[src/rtl/crc16_length_framed_packet_receiver_top_defines.svh]
// Assertion macros for the packet receiver RTL; plp_parser is the only file that includes them.
// Each macro expects signals named clk and arst_n in the scope where it is used.
`ifndef CRC16_LENGTH_FRAMED_PACKET_RECEIVER_TOP_DEFINES_SVH
`define CRC16_LENGTH_FRAMED_PACKET_RECEIVER_TOP_DEFINES_SVH

// The consequent must hold in the same cycle as the antecedent.
`define PLP_ASSERT_IMP(label, ante, cons, msg) \
	label: assert property (@(posedge clk) disable iff (!arst_n) (ante) |-> (cons)) \
		else $error(msg);

// The consequent must hold in the cycle after the antecedent.
`define PLP_ASSERT_NXT(label, ante, cons, msg) \
	label: assert property (@(posedge clk) disable iff (!arst_n) (ante) |=> (cons)) \
		else $error(msg);

`endif

[src/rtl/plp_pkg.sv]
// Package for the CRC-16 length-framed packet receiver.
// Holds field widths, result codes and the per-byte CRC update; no dependencies.
package plp_pkg;

	localparam int MAX_PACKET_LEN_DEF = 4096;
	localparam int HDR_CRC_BYTES = 5;
	localparam int CMP_W = 17;

	localparam int BYTE_W = 8;
	localparam int KIND_W = 2;
	localparam int IDX_W = 12;
	localparam int STATUS_W = 2;
	localparam int MAXPL_W = 12;

	localparam logic [MAXPL_W-1:0] MAX_PAYLOAD_LEN_RST = 12'd4091;
	localparam logic [15:0] CRC_POLY = 16'h1021;

	typedef enum logic [KIND_W-1:0] {
		KIND_FRAME_ID = 2'd0,
		KIND_PAYLOAD  = 2'd1,
		KIND_STATUS   = 2'd2
	} kind_t;

	typedef enum logic [STATUS_W-1:0] {
		ST_OK       = 2'd0,
		ST_BAD_LEN  = 2'd1,
		ST_CRC_ERR  = 2'd2,
		ST_TOO_LONG = 2'd3
	} status_t;

	// Bitwise CRC-16 (poly 0x1021, MSB first) over one byte.
	function automatic logic [15:0] crc16_byte(input logic [15:0] crc,
			input logic [BYTE_W-1:0] b);
		logic [15:0] c;
		c = crc ^ {b, 8'h00};
		for (int i = 0; i < 8; i++) begin
			c = c[15] ? ({c[14:0], 1'b0} ^ CRC_POLY) : {c[14:0], 1'b0};
		end
		return c;
	endfunction

endpackage

[src/rtl/plp_if.sv]
// Valid/ready channel interfaces for received bytes and parser results.
// Depends on plp_pkg for field widths.
interface plp_byte_if import plp_pkg::*; ();
	logic              valid;
	logic              ready;
	logic [BYTE_W-1:0] rx_byte;

	modport source(output valid, output rx_byte, input ready);
	modport sink(input valid, input rx_byte, output ready);
endinterface

interface plp_result_if import plp_pkg::*; ();
	logic                valid;
	logic                ready;
	logic [KIND_W-1:0]   kind;
	logic [BYTE_W-1:0]   data;
	logic [IDX_W-1:0]    payload_index;
	logic [STATUS_W-1:0] status;
	logic                last;

	modport source(output valid, output kind, output data, output payload_index,
		output status, output last, input ready);
	modport sink(input valid, input kind, input data, input payload_index,
		input status, input last, output ready);
endinterface

[src/rtl/plp_in_stage.sv]
// Input register stage for received bytes.
// Depends on plp_pkg and plp_byte_if.
module plp_in_stage import plp_pkg::*; (
	input  logic       clk,
	input  logic       arst_n,
	plp_byte_if.sink   rx,
	plp_byte_if.source s1
);

	logic              valid_s1;
	logic [BYTE_W-1:0] byte_s1;

	assign rx.ready = !valid_s1 || s1.ready;
	assign s1.valid = valid_s1;
	assign s1.rx_byte = byte_s1;

	always_ff @(posedge clk or negedge arst_n) begin
		if (!arst_n) begin
			valid_s1 <= 1'b0;
		end else if (rx.valid && rx.ready) begin
			valid_s1 <= 1'b1;
		end else if (s1.ready) begin
			valid_s1 <= 1'b0;
		end
	end

	always_ff @(posedge clk) begin
		if (rx.valid && rx.ready) begin
			byte_s1 <= rx.rx_byte;
		end
	end

endmodule

[src/rtl/plp_parser.sv]
// Frame parser: phase tracking, running CRC, length checks and the result register.
// Depends on plp_pkg, plp_byte_if, plp_result_if and the assertion macro header.
`include "crc16_length_framed_packet_receiver_top_defines.svh"

module plp_parser import plp_pkg::*; #(
	parameter int MAX_PACKET_LEN = MAX_PACKET_LEN_DEF
) (
	input  logic               clk,
	input  logic               arst_n,
	input  logic [MAXPL_W-1:0] max_payload_len,
	plp_byte_if.sink           s1,
	plp_result_if.source       res
);

	localparam int LW = $clog2(MAX_PACKET_LEN + 1);
	localparam logic [LW-1:0] HDR_L = LW'(HDR_CRC_BYTES);

	typedef enum logic [5:0] {
		PH_LEN_HI   = 6'b000001,
		PH_LEN_LO   = 6'b000010,
		PH_FRAME_ID = 6'b000100,
		PH_PAYLOAD  = 6'b001000,
		PH_CRC_HI   = 6'b010000,
		PH_CRC_LO   = 6'b100000
	} phase_t;

	phase_t              phase_q, phase_d;
	logic [LW-1:0]       frame_len_q, frame_len_d;
	logic [LW-1:0]       byte_count_q, byte_count_d;
	logic [15:0]         crc_q, crc_d;
	logic [7:0]          crc_high_q, crc_high_d;

	logic                out_valid_q;
	kind_t               kind_q, kind_d;
	logic [BYTE_W-1:0]   data_q, data_d;
	logic [IDX_W-1:0]    idx_q, idx_d;
	status_t             status_q, status_d;
	logic                last_q, last_d;
	logic                emit_d;

	logic                take;
	logic [15:0]         len16;
	logic [15:0]         crc_base;
	logic [15:0]         crc_upd;
	logic [LW-1:0]       count_inc;
	logic [LW-1:0]       plen;

	assign s1.ready = !out_valid_q || res.ready;
	assign take = s1.valid && s1.ready;

	assign len16 = {crc_high_q, s1.rx_byte};
	assign crc_base = (phase_q == PH_LEN_HI) ? 16'h0000 : crc_q;
	assign crc_upd = crc16_byte(crc_base, s1.rx_byte);
	assign count_inc = byte_count_q + 1'b1;
	assign plen = frame_len_q - HDR_L;

	always_comb begin
		phase_d = phase_q;
		frame_len_d = frame_len_q;
		byte_count_d = byte_count_q;
		crc_d = crc_q;
		crc_high_d = crc_high_q;
		emit_d = 1'b0;
		kind_d = KIND_STATUS;
		data_d = '0;
		idx_d = '0;
		status_d = ST_OK;
		last_d = 1'b0;
		case (phase_q)
			PH_LEN_HI: begin
				crc_d = crc_upd;
				crc_high_d = s1.rx_byte;
				byte_count_d = '0;
				phase_d = PH_LEN_LO;
			end
			PH_LEN_LO: begin
				crc_d = crc_upd;
				if (len16 > 16'(MAX_PACKET_LEN) || len16 < 16'(HDR_CRC_BYTES)) begin
					phase_d = PH_LEN_HI;
					frame_len_d = '0;
					emit_d = 1'b1;
					status_d = ST_BAD_LEN;
					last_d = 1'b1;
				end else begin
					frame_len_d = LW'(len16);
					phase_d = PH_FRAME_ID;
				end
			end
			PH_FRAME_ID: begin
				crc_d = crc_upd;
				phase_d = (frame_len_q > HDR_L) ? PH_PAYLOAD : PH_CRC_HI;
				emit_d = 1'b1;
				kind_d = KIND_FRAME_ID;
				data_d = s1.rx_byte;
			end
			PH_PAYLOAD: begin
				crc_d = crc_upd;
				emit_d = 1'b1;
				kind_d = KIND_PAYLOAD;
				data_d = s1.rx_byte;
				idx_d = IDX_W'(byte_count_q);
				byte_count_d = count_inc;
				if (count_inc >= plen) begin
					phase_d = PH_CRC_HI;
				end
			end
			PH_CRC_HI: begin
				crc_high_d = s1.rx_byte;
				phase_d = PH_CRC_LO;
			end
			PH_CRC_LO: begin
				phase_d = PH_LEN_HI;
				emit_d = 1'b1;
				last_d = 1'b1;
				if ({crc_high_q, s1.rx_byte} != crc_q) begin
					status_d = ST_CRC_ERR;
				end else if (CMP_W'(plen) > CMP_W'(max_payload_len)) begin
					status_d = ST_TOO_LONG;
				end
			end
			default: begin
				phase_d = PH_LEN_HI;
			end
		endcase
	end

	always_ff @(posedge clk or negedge arst_n) begin
		if (!arst_n) begin
			phase_q <= PH_LEN_HI;
			frame_len_q <= '0;
			byte_count_q <= '0;
			crc_q <= '0;
			crc_high_q <= '0;
			out_valid_q <= 1'b0;
		end else begin
			if (take) begin
				phase_q <= phase_d;
				frame_len_q <= frame_len_d;
				byte_count_q <= byte_count_d;
				crc_q <= crc_d;
				crc_high_q <= crc_high_d;
				out_valid_q <= emit_d;
			end else if (res.ready) begin
				out_valid_q <= 1'b0;
			end
		end
	end

	always_ff @(posedge clk) begin
		if (take && emit_d) begin
			kind_q <= kind_d;
			data_q <= data_d;
			idx_q <= idx_d;
			status_q <= status_d;
			last_q <= last_d;
		end
	end

	assign res.valid = out_valid_q;
	assign res.kind = kind_q;
	assign res.data = data_q;
	assign res.payload_index = idx_q;
	assign res.status = status_q;
	assign res.last = last_q;

	`PLP_ASSERT_IMP(a_last_is_status, out_valid_q && last_q, kind_q == KIND_STATUS, "last result is not a status")
	`PLP_ASSERT_NXT(a_payload_emits, take && phase_q == PH_PAYLOAD, out_valid_q && kind_q == KIND_PAYLOAD, "payload byte produced no payload result")
	`PLP_ASSERT_IMP(a_count_in_range, phase_q == PH_PAYLOAD, frame_len_q > HDR_L && byte_count_q < plen, "payload count out of range")
	`PLP_ASSERT_NXT(a_crc_lo_ends, take && phase_q == PH_CRC_LO, phase_q == PH_LEN_HI && out_valid_q && last_q, "frame end did not return to header")

endmodule

[src/rtl/crc16_length_framed_packet_receiver_top.sv]
// Path: an accepted byte is registered in the input stage, then its result in the result register.
// Throughput: one byte per cycle; the byte path only stalls while a result waits to be taken.
// Reset: arst_n is asynchronous, active low; the parser returns to the length high byte,
// counters and CRC clear, and max_payload_len returns to 4091.
// Depends on plp_pkg, plp_if, plp_in_stage and plp_parser.
module crc16_length_framed_packet_receiver_top import plp_pkg::*; #(
	parameter int MAX_PACKET_LEN = MAX_PACKET_LEN_DEF
) (
	input  logic               clk,
	input  logic               arst_n,
	input  logic               cfg_we,
	input  logic [MAXPL_W-1:0] cfg_wdata,
	plp_byte_if.sink           rx,
	plp_result_if.source       res
);

	logic [MAXPL_W-1:0] max_payload_len_q;

	plp_byte_if s1_ch ();

	always_ff @(posedge clk or negedge arst_n) begin
		if (!arst_n) begin
			max_payload_len_q <= MAX_PAYLOAD_LEN_RST;
		end else if (cfg_we) begin
			max_payload_len_q <= cfg_wdata;
		end
	end

	plp_in_stage u_in_stage (
		.clk    (clk),
		.arst_n (arst_n),
		.rx     (rx),
		.s1     (s1_ch.source)
	);

	plp_parser #(
		.MAX_PACKET_LEN (MAX_PACKET_LEN)
	) u_parser (
		.clk             (clk),
		.arst_n          (arst_n),
		.max_payload_len (max_payload_len_q),
		.s1              (s1_ch.sink),
		.res             (res)
	);

endmodule
[src/flat_wrapper.sv]
// flat-port wrapper written by rule: the top's interface ports become plain ports
module crc16_length_framed_packet_receiver_top_flat import plp_pkg::*;
#(
	parameter int MAX_PACKET_LEN = MAX_PACKET_LEN_DEF
)
  (clk, arst_n, cfg_we, cfg_wdata, rx_valid, rx_rx_byte, rx_ready, res_valid, res_kind, res_data, res_payload_index, res_status, res_last, res_ready);
  plp_byte_if rx_i ();
  plp_result_if res_i ();
  input  logic clk;
  input  logic arst_n;
  input  logic cfg_we;
  input  logic [MAXPL_W-1:0] cfg_wdata;
  input wire logic [$bits(rx_i.valid)-1:0] rx_valid;
  input wire logic [$bits(rx_i.rx_byte)-1:0] rx_rx_byte;
  output wire logic [$bits(rx_i.ready)-1:0] rx_ready;
  output wire logic [$bits(res_i.valid)-1:0] res_valid;
  output wire logic [$bits(res_i.kind)-1:0] res_kind;
  output wire logic [$bits(res_i.data)-1:0] res_data;
  output wire logic [$bits(res_i.payload_index)-1:0] res_payload_index;
  output wire logic [$bits(res_i.status)-1:0] res_status;
  output wire logic [$bits(res_i.last)-1:0] res_last;
  input wire logic [$bits(res_i.ready)-1:0] res_ready;
  assign rx_i.valid = rx_valid;
  assign rx_i.rx_byte = rx_rx_byte;
  assign rx_ready = rx_i.ready;
  assign res_valid = res_i.valid;
  assign res_kind = res_i.kind;
  assign res_data = res_i.data;
  assign res_payload_index = res_i.payload_index;
  assign res_status = res_i.status;
  assign res_last = res_i.last;
  assign res_i.ready = res_ready;
  crc16_length_framed_packet_receiver_top #(.MAX_PACKET_LEN(MAX_PACKET_LEN)) u_core (.clk(clk), .arst_n(arst_n), .cfg_we(cfg_we), .cfg_wdata(cfg_wdata), .rx(rx_i), .res(res_i));
endmodule
[config.mk]
export PLATFORM = sky130hd
export DESIGN_NAME = crc16_length_framed_packet_receiver_top_flat
export DESIGN_NICKNAME = d
export VERILOG_FILES = /design/src/rtl/plp_pkg.sv /design/src/rtl/plp_if.sv /design/src/rtl/plp_in_stage.sv /design/src/rtl/plp_parser.sv /design/src/rtl/crc16_length_framed_packet_receiver_top.sv /design/src/flat_wrapper.sv
export VERILOG_INCLUDE_DIRS = /design/src /design/src/rtl
export SDC_FILE = /design/constraint.sdc
export NUM_CORES = 1
export LEC_CHECK = 0
export BUFFER_PORTS_ARGS = -buffer_cell sky130_fd_sc_hd__buf_2
export CAP_MARGIN = 20
export CORE_UTILIZATION = 47
export DETAILED_ROUTE_END_ITERATION = 7
export HOLD_SLACK_MARGIN = 0.15
export PLACE_DENSITY = 0.62
export SLEW_MARGIN = 20
export SYNTH_ARGS = -nofsm -noshare
export SYNTH_HDL_FRONTEND = slang
export SYNTH_HIERARCHICAL = 1
export SYNTH_SLANG_ARGS = --single-unit
[constraint.sdc]
create_clock -name clk -period 9.9 [get_ports clk]
set_input_delay 0.495 -clock clk [delete_from_list [all_inputs] [get_ports clk]]
set_output_delay 0.495 -clock clk [all_outputs]
set_load 0.05 [all_outputs]
# ---- Word level (Yosys, flattened, before mapping)
# Cells that the tools add are included.
dict set report op_classes {
  n_addsub 2
  n_reduce_logical 20
  muxes 27
  bitwise 9
  order_cmp 5
  eq_ne 8
}
# operator count
set op_table {}
lappend op_table {{$mux 13} 9}
lappend op_table {{$pmux 6 s5} 1}
lappend op_table {{$pmux 13 s2} 1}
lappend op_table {{$not 3->3} 8}
lappend op_table {{$gt 16x13->1 const B} 1}
lappend op_table {{$lt 16x3->1 const B} 1}
lappend op_table {{$mux 16} 1}
lappend op_table {{$ne 16x16->1} 1}
lappend op_table {{$xor 16x16->16} 1}
lappend op_table {{$add 13x1->13 const B} 1}
lappend op_table {{$ge 13x13->1} 1}
lappend op_table {{$gt 13x12->1} 1}
lappend op_table {{$gt 13x3->1 const B} 1}
lappend op_table {{$sub 13x3->13 const B} 1}
lappend op_table {{$reduce_and 2->1} 5}
lappend op_table {{$pmux 2 s2} 2}
lappend op_table {{$eq 6x1->1 const B} 1}
lappend op_table {{$eq 6x2->1 const B} 1}
lappend op_table {{$eq 6x3->1 const B} 1}
lappend op_table {{$eq 6x4->1 const B} 1}
lappend op_table {{$eq 6x5->1 const B} 1}
lappend op_table {{$eq 6x6->1 const B} 1}
lappend op_table {{$mux 1} 6}
lappend op_table {{$mux 6} 1}
lappend op_table {{other kinds (12)} 22}
dict set report totals {
  in_bits 25
  output_inout_bits 27
  regBits 103
}

# ---- Depth between registers and ports, before layout
dict set report depth {
  depth_word 19
  depth_mapped 15
  ltp_nobuf 15
}

# ---- By module
# The synthesis kept the hierarchy.
# module cells_each area_per_inst_um2 n_inst seq_area_each_um2
set by_module_without_submodules {}
lappend by_module_without_submodules {plp_parser 515 4961.0 1 2178.3}
lappend by_module_without_submodules {crc16_length_framed_packet_receiver_top 25 498.0 1 314.1}
lappend by_module_without_submodules {plp_in_stage 12 294.0 1 265.3}

# ---- Worst setup path before layout
# No wires, ideal clock.
dict set report synth_timing {
  kind {register -> register}
  start {reg u_core.u_in_stage.byte_s1[5], in the netlist u_core/u_in_stage/s1.rx_byte[5]}
  end {reg u_core.u_parser.data_q[0], in the netlist u_core/u_parser/res.data[0], enable pin}
  path_buffers 1
  setup_ns 0.422
  period_less_slack_ns 3.389
  path_stages_with_launch 7
  setup_slack_ns 6.511
  t_arrival_ns 2.967
  required_ns 9.478
  cell_sequence {edfxtp_1 -> clkbuf_1 -> nor4_1 -> a41oi_1 -> o21ai_0 -> nand2_1 -> a31oi_1}
}
dict set report synth_via {
  elab_chain_len 5
  elab_cells_between_ends 6
  classes_between {2 x order compare; 2 x mux; 2 x reduce/logical}
}
# item line_no
set synth_lines {}
lappend synth_lines {{start: declaration} plp_in_stage.sv:11} ;# logic [BYTE_W-1:0] byte_s1;
lappend synth_lines {{start signal: assignment} plp_in_stage.sv:29} ;# byte_s1 <= rx.rx_byte;
lappend synth_lines {{$gt 16x13->1 / $lt 16x3->1 (equally long branches)} plp_parser.sv:78} ;# if (len16 > 16'(MAX_PACKET_LEN) || len16 < 16'(HDR_CRC_BYTES)) begin
lappend synth_lines {{$logic_or 1x1->1 (*)} plp_parser.sv:78}
lappend synth_lines {{$mux 1 (*)} plp_parser.sv:78}
lappend synth_lines {{$pmux 1 s2 (*)} plp_parser.sv:69} ;# case (phase_q)
lappend synth_lines {{$logic_and 1x1->1 (*)} plp_parser.sv:150} ;# if (take && emit_d) begin
lappend synth_lines {{end signal: assignment} plp_parser.sv:152} ;# data_q <= data_d;
lappend synth_lines {{end: declaration} plp_parser.sv:35} ;# logic [BYTE_W-1:0] data_q, data_d;
# Mark *: on every way between the ends. The rest lies on a longest branch, timed or not.
# A chain may end at the register's enable or synchronous reset.

# ---- Final worst setup path
dict set report layout_timing {
  start {reg u_core.u_parser.frame_len_q[0]}
  end {reg u_core.u_parser.phase_q[3]}
}
dict set report layout_via {
  elab_chain_len 4
  elab_cells_between_ends 7
  classes_between {1 x add/sub; 2 x order compare; 1 x eq/ne; 2 x mux; 1 x reduce/logical}
}
# item line_no
set layout_lines {}
lappend layout_lines {{start: declaration} plp_parser.sv:28} ;# logic [LW-1:0] frame_len_q, frame_len_d;
lappend layout_lines {{start signal: assignment} plp_parser.sv:138} ;# frame_len_q <= frame_len_d;
lappend layout_lines {{$sub 13x3->13} plp_parser.sv:55} ;# assign plen = frame_len_q - HDR_L;
lappend layout_lines {{$ge 13x13->1} plp_parser.sv:103} ;# if (count_inc >= plen) begin
lappend layout_lines {{$ne 2x2->1 (no line)} -}
lappend layout_lines {{$reduce_and 2->1 (no line)} -}
lappend layout_lines {{end signal: assignment} plp_parser.sv:137} ;# phase_q <= phase_d;
lappend layout_lines {{end: declaration} plp_parser.sv:27} ;# phase_t phase_q, phase_d;
# Parallel ways exist; a longest one is shown, timed or not.

==> flow_summary.ini <==
[synthesis]
yosys_warnings = 6
synth-seq-cells = 103
async_reset_ff_share_pct = 67.96
synth.yosys.seq_area_share_pct = 47.93
synth_area_per_cell_um2 = 10.42
mappedNetlistArea_um2 = 5753
synth_edf_count = 33
syn_inst = 552
ys_types = 58
synthFlopType = dfrtp_1
syn_nets = 601

[critical_path]
rr_startpoint = u_core/u_parser/frame_len_q[0]
critPathSlowestCell = o41ai_4
max_stage_delay_ns = 0.60
worstPathArrival_ns = 3.82
rr_worst_depth = 11
r2r_setup_slack_ns = 6.32
critPathKind = reg2reg
startpoint_type = register
path_cells = o21ai_0 -> nand2_1 -> or3_1 -> xor2_1 -> ha_1 -> nand3_1 -> a21oi_1 -> a221oi_1 -> maj3_1 -> o41ai_4 -> mux2_4
cp_max_fo = 6
reg2reg_to = u_core/u_parser/phase_q[3]
critPathCaptureType = register
cp.required_ns = 10.14

[run]
cap_violations = 0

[placement]
place_congestion = 0.8260
hpwl_mm = 8.944
numPortBuffers = 51
dp.cells = 728
placed_area_um2 = 6135

[timing]
rsz0062_at_grt = false
setup_tns_ns = 0
finalSetupViolations = 0
finalMaxSlewViolations = 0
relSlewSlack_pct = 39.02
skew_ns = 0.008247
finalCriticalPeriod_ns = 3.578
fmax_mhz = 279.5
worst_pin_slew_ns = 0.9148
fin_crit_sh_pct = 36.14
hold_viol = 0

[floorplan]
core.rowCount = 40
initial_core_util_pct = 48.10
core-area_um2 = 11960
io_pins = 52
dieHeight_um = 112.6
die-area_um2 = 12690
die_w_um = 112.6

[routing]
vias = 3990
vias_per_cell = 5.363
drc = 0
drt_iter0_drc = 195
routed_wl_mm = 12.24
ant_nets = 0
wire_per_inst_um = 16.46
dr.pass1.iters = 4

[clock_network]
cts_tree = done
cts_setup_buffers = 0
cts_hold_buf = 0
cts_resized = 0
clock-sinks = 103
clockRootBuffer = clkbuf_16
insertion_delay_ns = 0.35
clk_path_buf_depth = 2
cts.clk_slew.worst_paths_ns = 0.07
htreeDepth = 3
numCtsBuffers = 9

[global_routing]
overflow = 0
track_usage_pct = 21.08
grt_pass1_vias = 4114
grt_max_degree = 71
antenna_found_initial = 0
grt_pass1_wl_mm = 20.67

[final_layout]
diodes = 0
design_area_um2 = 6426
final_nets = 641
syn_to_final_growth_pct = 11.70
fillCellCount = 1046
drive_gt1_share_pct = 19.77
final_cell_mix = nand2_1, dfrtp_1, o21ai_0, buf_2
final_common_cell = nand2_1
fin_cells = 744

[min_path]
worstHoldPathType = in2reg
min_to = u_core/u_in_stage/s1.rx_byte[5]
holdCritStartpoint = rx_rx_byte[5]
min_path_cells = 1

[power]
max-vdd-ir-drop_v = 0.0001870
leakage_nw = 2.903
p_per_area_nw_per_um2 = 324.1

[outcome]
run_status = complete, no violations
cells in the mapped netlist (2+ instances only):
| cell | n | area [µm²] |
|---|---|---|
| edfxtp_1 | 33 | 991.0 |
| nor2b_1 | 2 | 12.51 |
| a22o_1 | 6 | 52.55 |
| a21oi_1 | 7 | 35.03 |
| mux2_4 | 13 | 195.2 |
| nand2b_1 | 5 | 31.28 |
| and3_1 | 14 | 87.58 |
| o22ai_1 | 4 | 25.02 |
| dfstp_2 | 12 | 315.3 |
| o211ai_1 | 2 | 15.01 |
| and2_1 | 11 | 68.82 |
| nand2_1 | 77 | 289.0 |
| nor3_1 | 7 | 35.03 |
| o21ai_0 | 52 | 260.3 |
| nor2_1 | 19 | 71.32 |
| o41ai_4 | 2 | 55.05 |
| clkbuf_1 | 25 | 93.84 |
| xor2_1 | 36 | 315.3 |
| o31ai_1 | 4 | 30.03 |
| maj3_1 | 2 | 20.02 |
| mux2_2 | 10 | 112.6 |
| xnor2_1 | 36 | 315.3 |
| nand3b_1 | 2 | 15.01 |
| nor4_1 | 8 | 50.05 |
| a41oi_1 | 2 | 17.52 |
| dfrtp_1 | 58 | 1451 |
| nand4_1 | 5 | 31.28 |
| inv_1 | 31 | 116.4 |
| ha_1 | 24 | 300.3 |
| nand3_1 | 13 | 65.06 |
| or3_1 | 3 | 18.77 |
final cells by class:
| type | instances | area, µm² | share of cell area, % |
|---|---|---|---|
| tap | 147 | 183.9 | 2.862 |
| multi-input combinational | 390 | 2776 | 43.20 |
| sequential | 103 | 2758 | 42.91 |
| timing repair buffer | 57 | 300.3 | 4.673 |
| inverter | 31 | 116.4 | 1.811 |
| clock buffer | 11 | 232.7 | 3.621 |
| clock inverter | 5 | 58.81 | 0.9151 |
registers in the layout, summed over array words and instances (netlist names):
name                               flops
u_core/max_payload_len_q              12
u_core/u_in_stage/s1.rx_byte           8
u_core/u_in_stage/s1.valid             1
u_core/u_parser/byte_count_q          13
u_core/u_parser/crc_high_q             8
u_core/u_parser/crc_q                 16
u_core/u_parser/frame_len_q           13
u_core/u_parser/phase_q                6
u_core/u_parser/res.data               8
u_core/u_parser/res.kind               2
u_core/u_parser/res.last               1
u_core/u_parser/res.payload_index     12
u_core/u_parser/res.status             2
u_core/u_parser/res.valid              1
worst max path at each step:
stage | from | end | slack, ns | cells after the start
2_1_floorplan | u_core/u_in_stage/s1.rx_byte[5] | u_core/u_parser/res.data[0] | 6.51 | 6
3_3_place_gp | u_core/u_parser/frame_len_q[0] | u_core/u_parser/phase_q[4] | 6.39 | 11
3_5_place_dp | u_core/u_parser/frame_len_q[0] | u_core/u_parser/res.status[1] | 6.28 | 15
4_1_cts | u_core/u_parser/frame_len_q[0] | u_core/u_parser/res.status[1] | 6.30 | 15
5_1_grt | u_core/u_parser/frame_len_q[0] | u_core/u_parser/res.status[1] | 6.07 | 15
6_report | u_core/u_parser/frame_len_q[0] | u_core/u_parser/phase_q[3] | 6.32 | 11
metrics by stage:
| stage | worst slack [ns] | hold slack, ns | power (mW) | utilization, % |
|---|---|---|---|---|
| 5_1_grt | 6.071 | 0.2989 | 2.255 | 53.72 |
| 4_1_cts | 6.296 | 0.3037 | 2.101 | 53.72 |
| 3_3_place_gp | 6.394 | 0.5043 | 1.712 | 51.29 |
| 6_report | 6.322 | 0.3178 | 2.083 | 53.72 |
| 3_5_place_dp | 6.284 | 0.5195 | 1.740 | 51.29 |
| 2_1_floorplan | 6.511 | 0.1994 | 1.479 | - |
where the power goes:
| part | internal (mW) | switching, mW |
|---|---|---|
| sequential | 0.552 | 0.114 |
| combinational | 0.451 | 0.609 |
| clock | 0.197 | 0.159 |
| total | 1.20 | 0.883 |
routing by layer:
metal	vias to the layer above	wire length, µm	GRT usage (%)
li1	1987	-	-
met1	1937	5414	26.03
met2	57	6252	36.50
met3	9	432	5.454
met4	0	143	5.778
met5	-	0	0
cell families (layout without fill, tap and decap cells):
logic type                 after synthesis  after routing  share of synthesized area [%]
and+or+nand+nor                        179            179                          15.77
muxes                                   24             24                          5.524
adders and majority gates               27             27                          5.763
xor gates and xnor gates                73             73                          11.35
buffers and inverters                   59            104                          4.002
DFF                                    103            103                          47.93
AOI/OAI and AO/OA                       87             87                          9.656
worst max-delay path, delay by kind of cell, from the launching register on:
kind	cells	cell delay, ns
AND/OR/NAND/NOR	3	0.60
flip-flops	1	0.41
adder cells (fa/ha/maj)	2	0.68
AO/OA/AOI/OAI	4	1.24
multiplexers	1	0.35
XOR/XNOR	1	0.17
No activity file was read; power rests on OpenSTA's default activity.
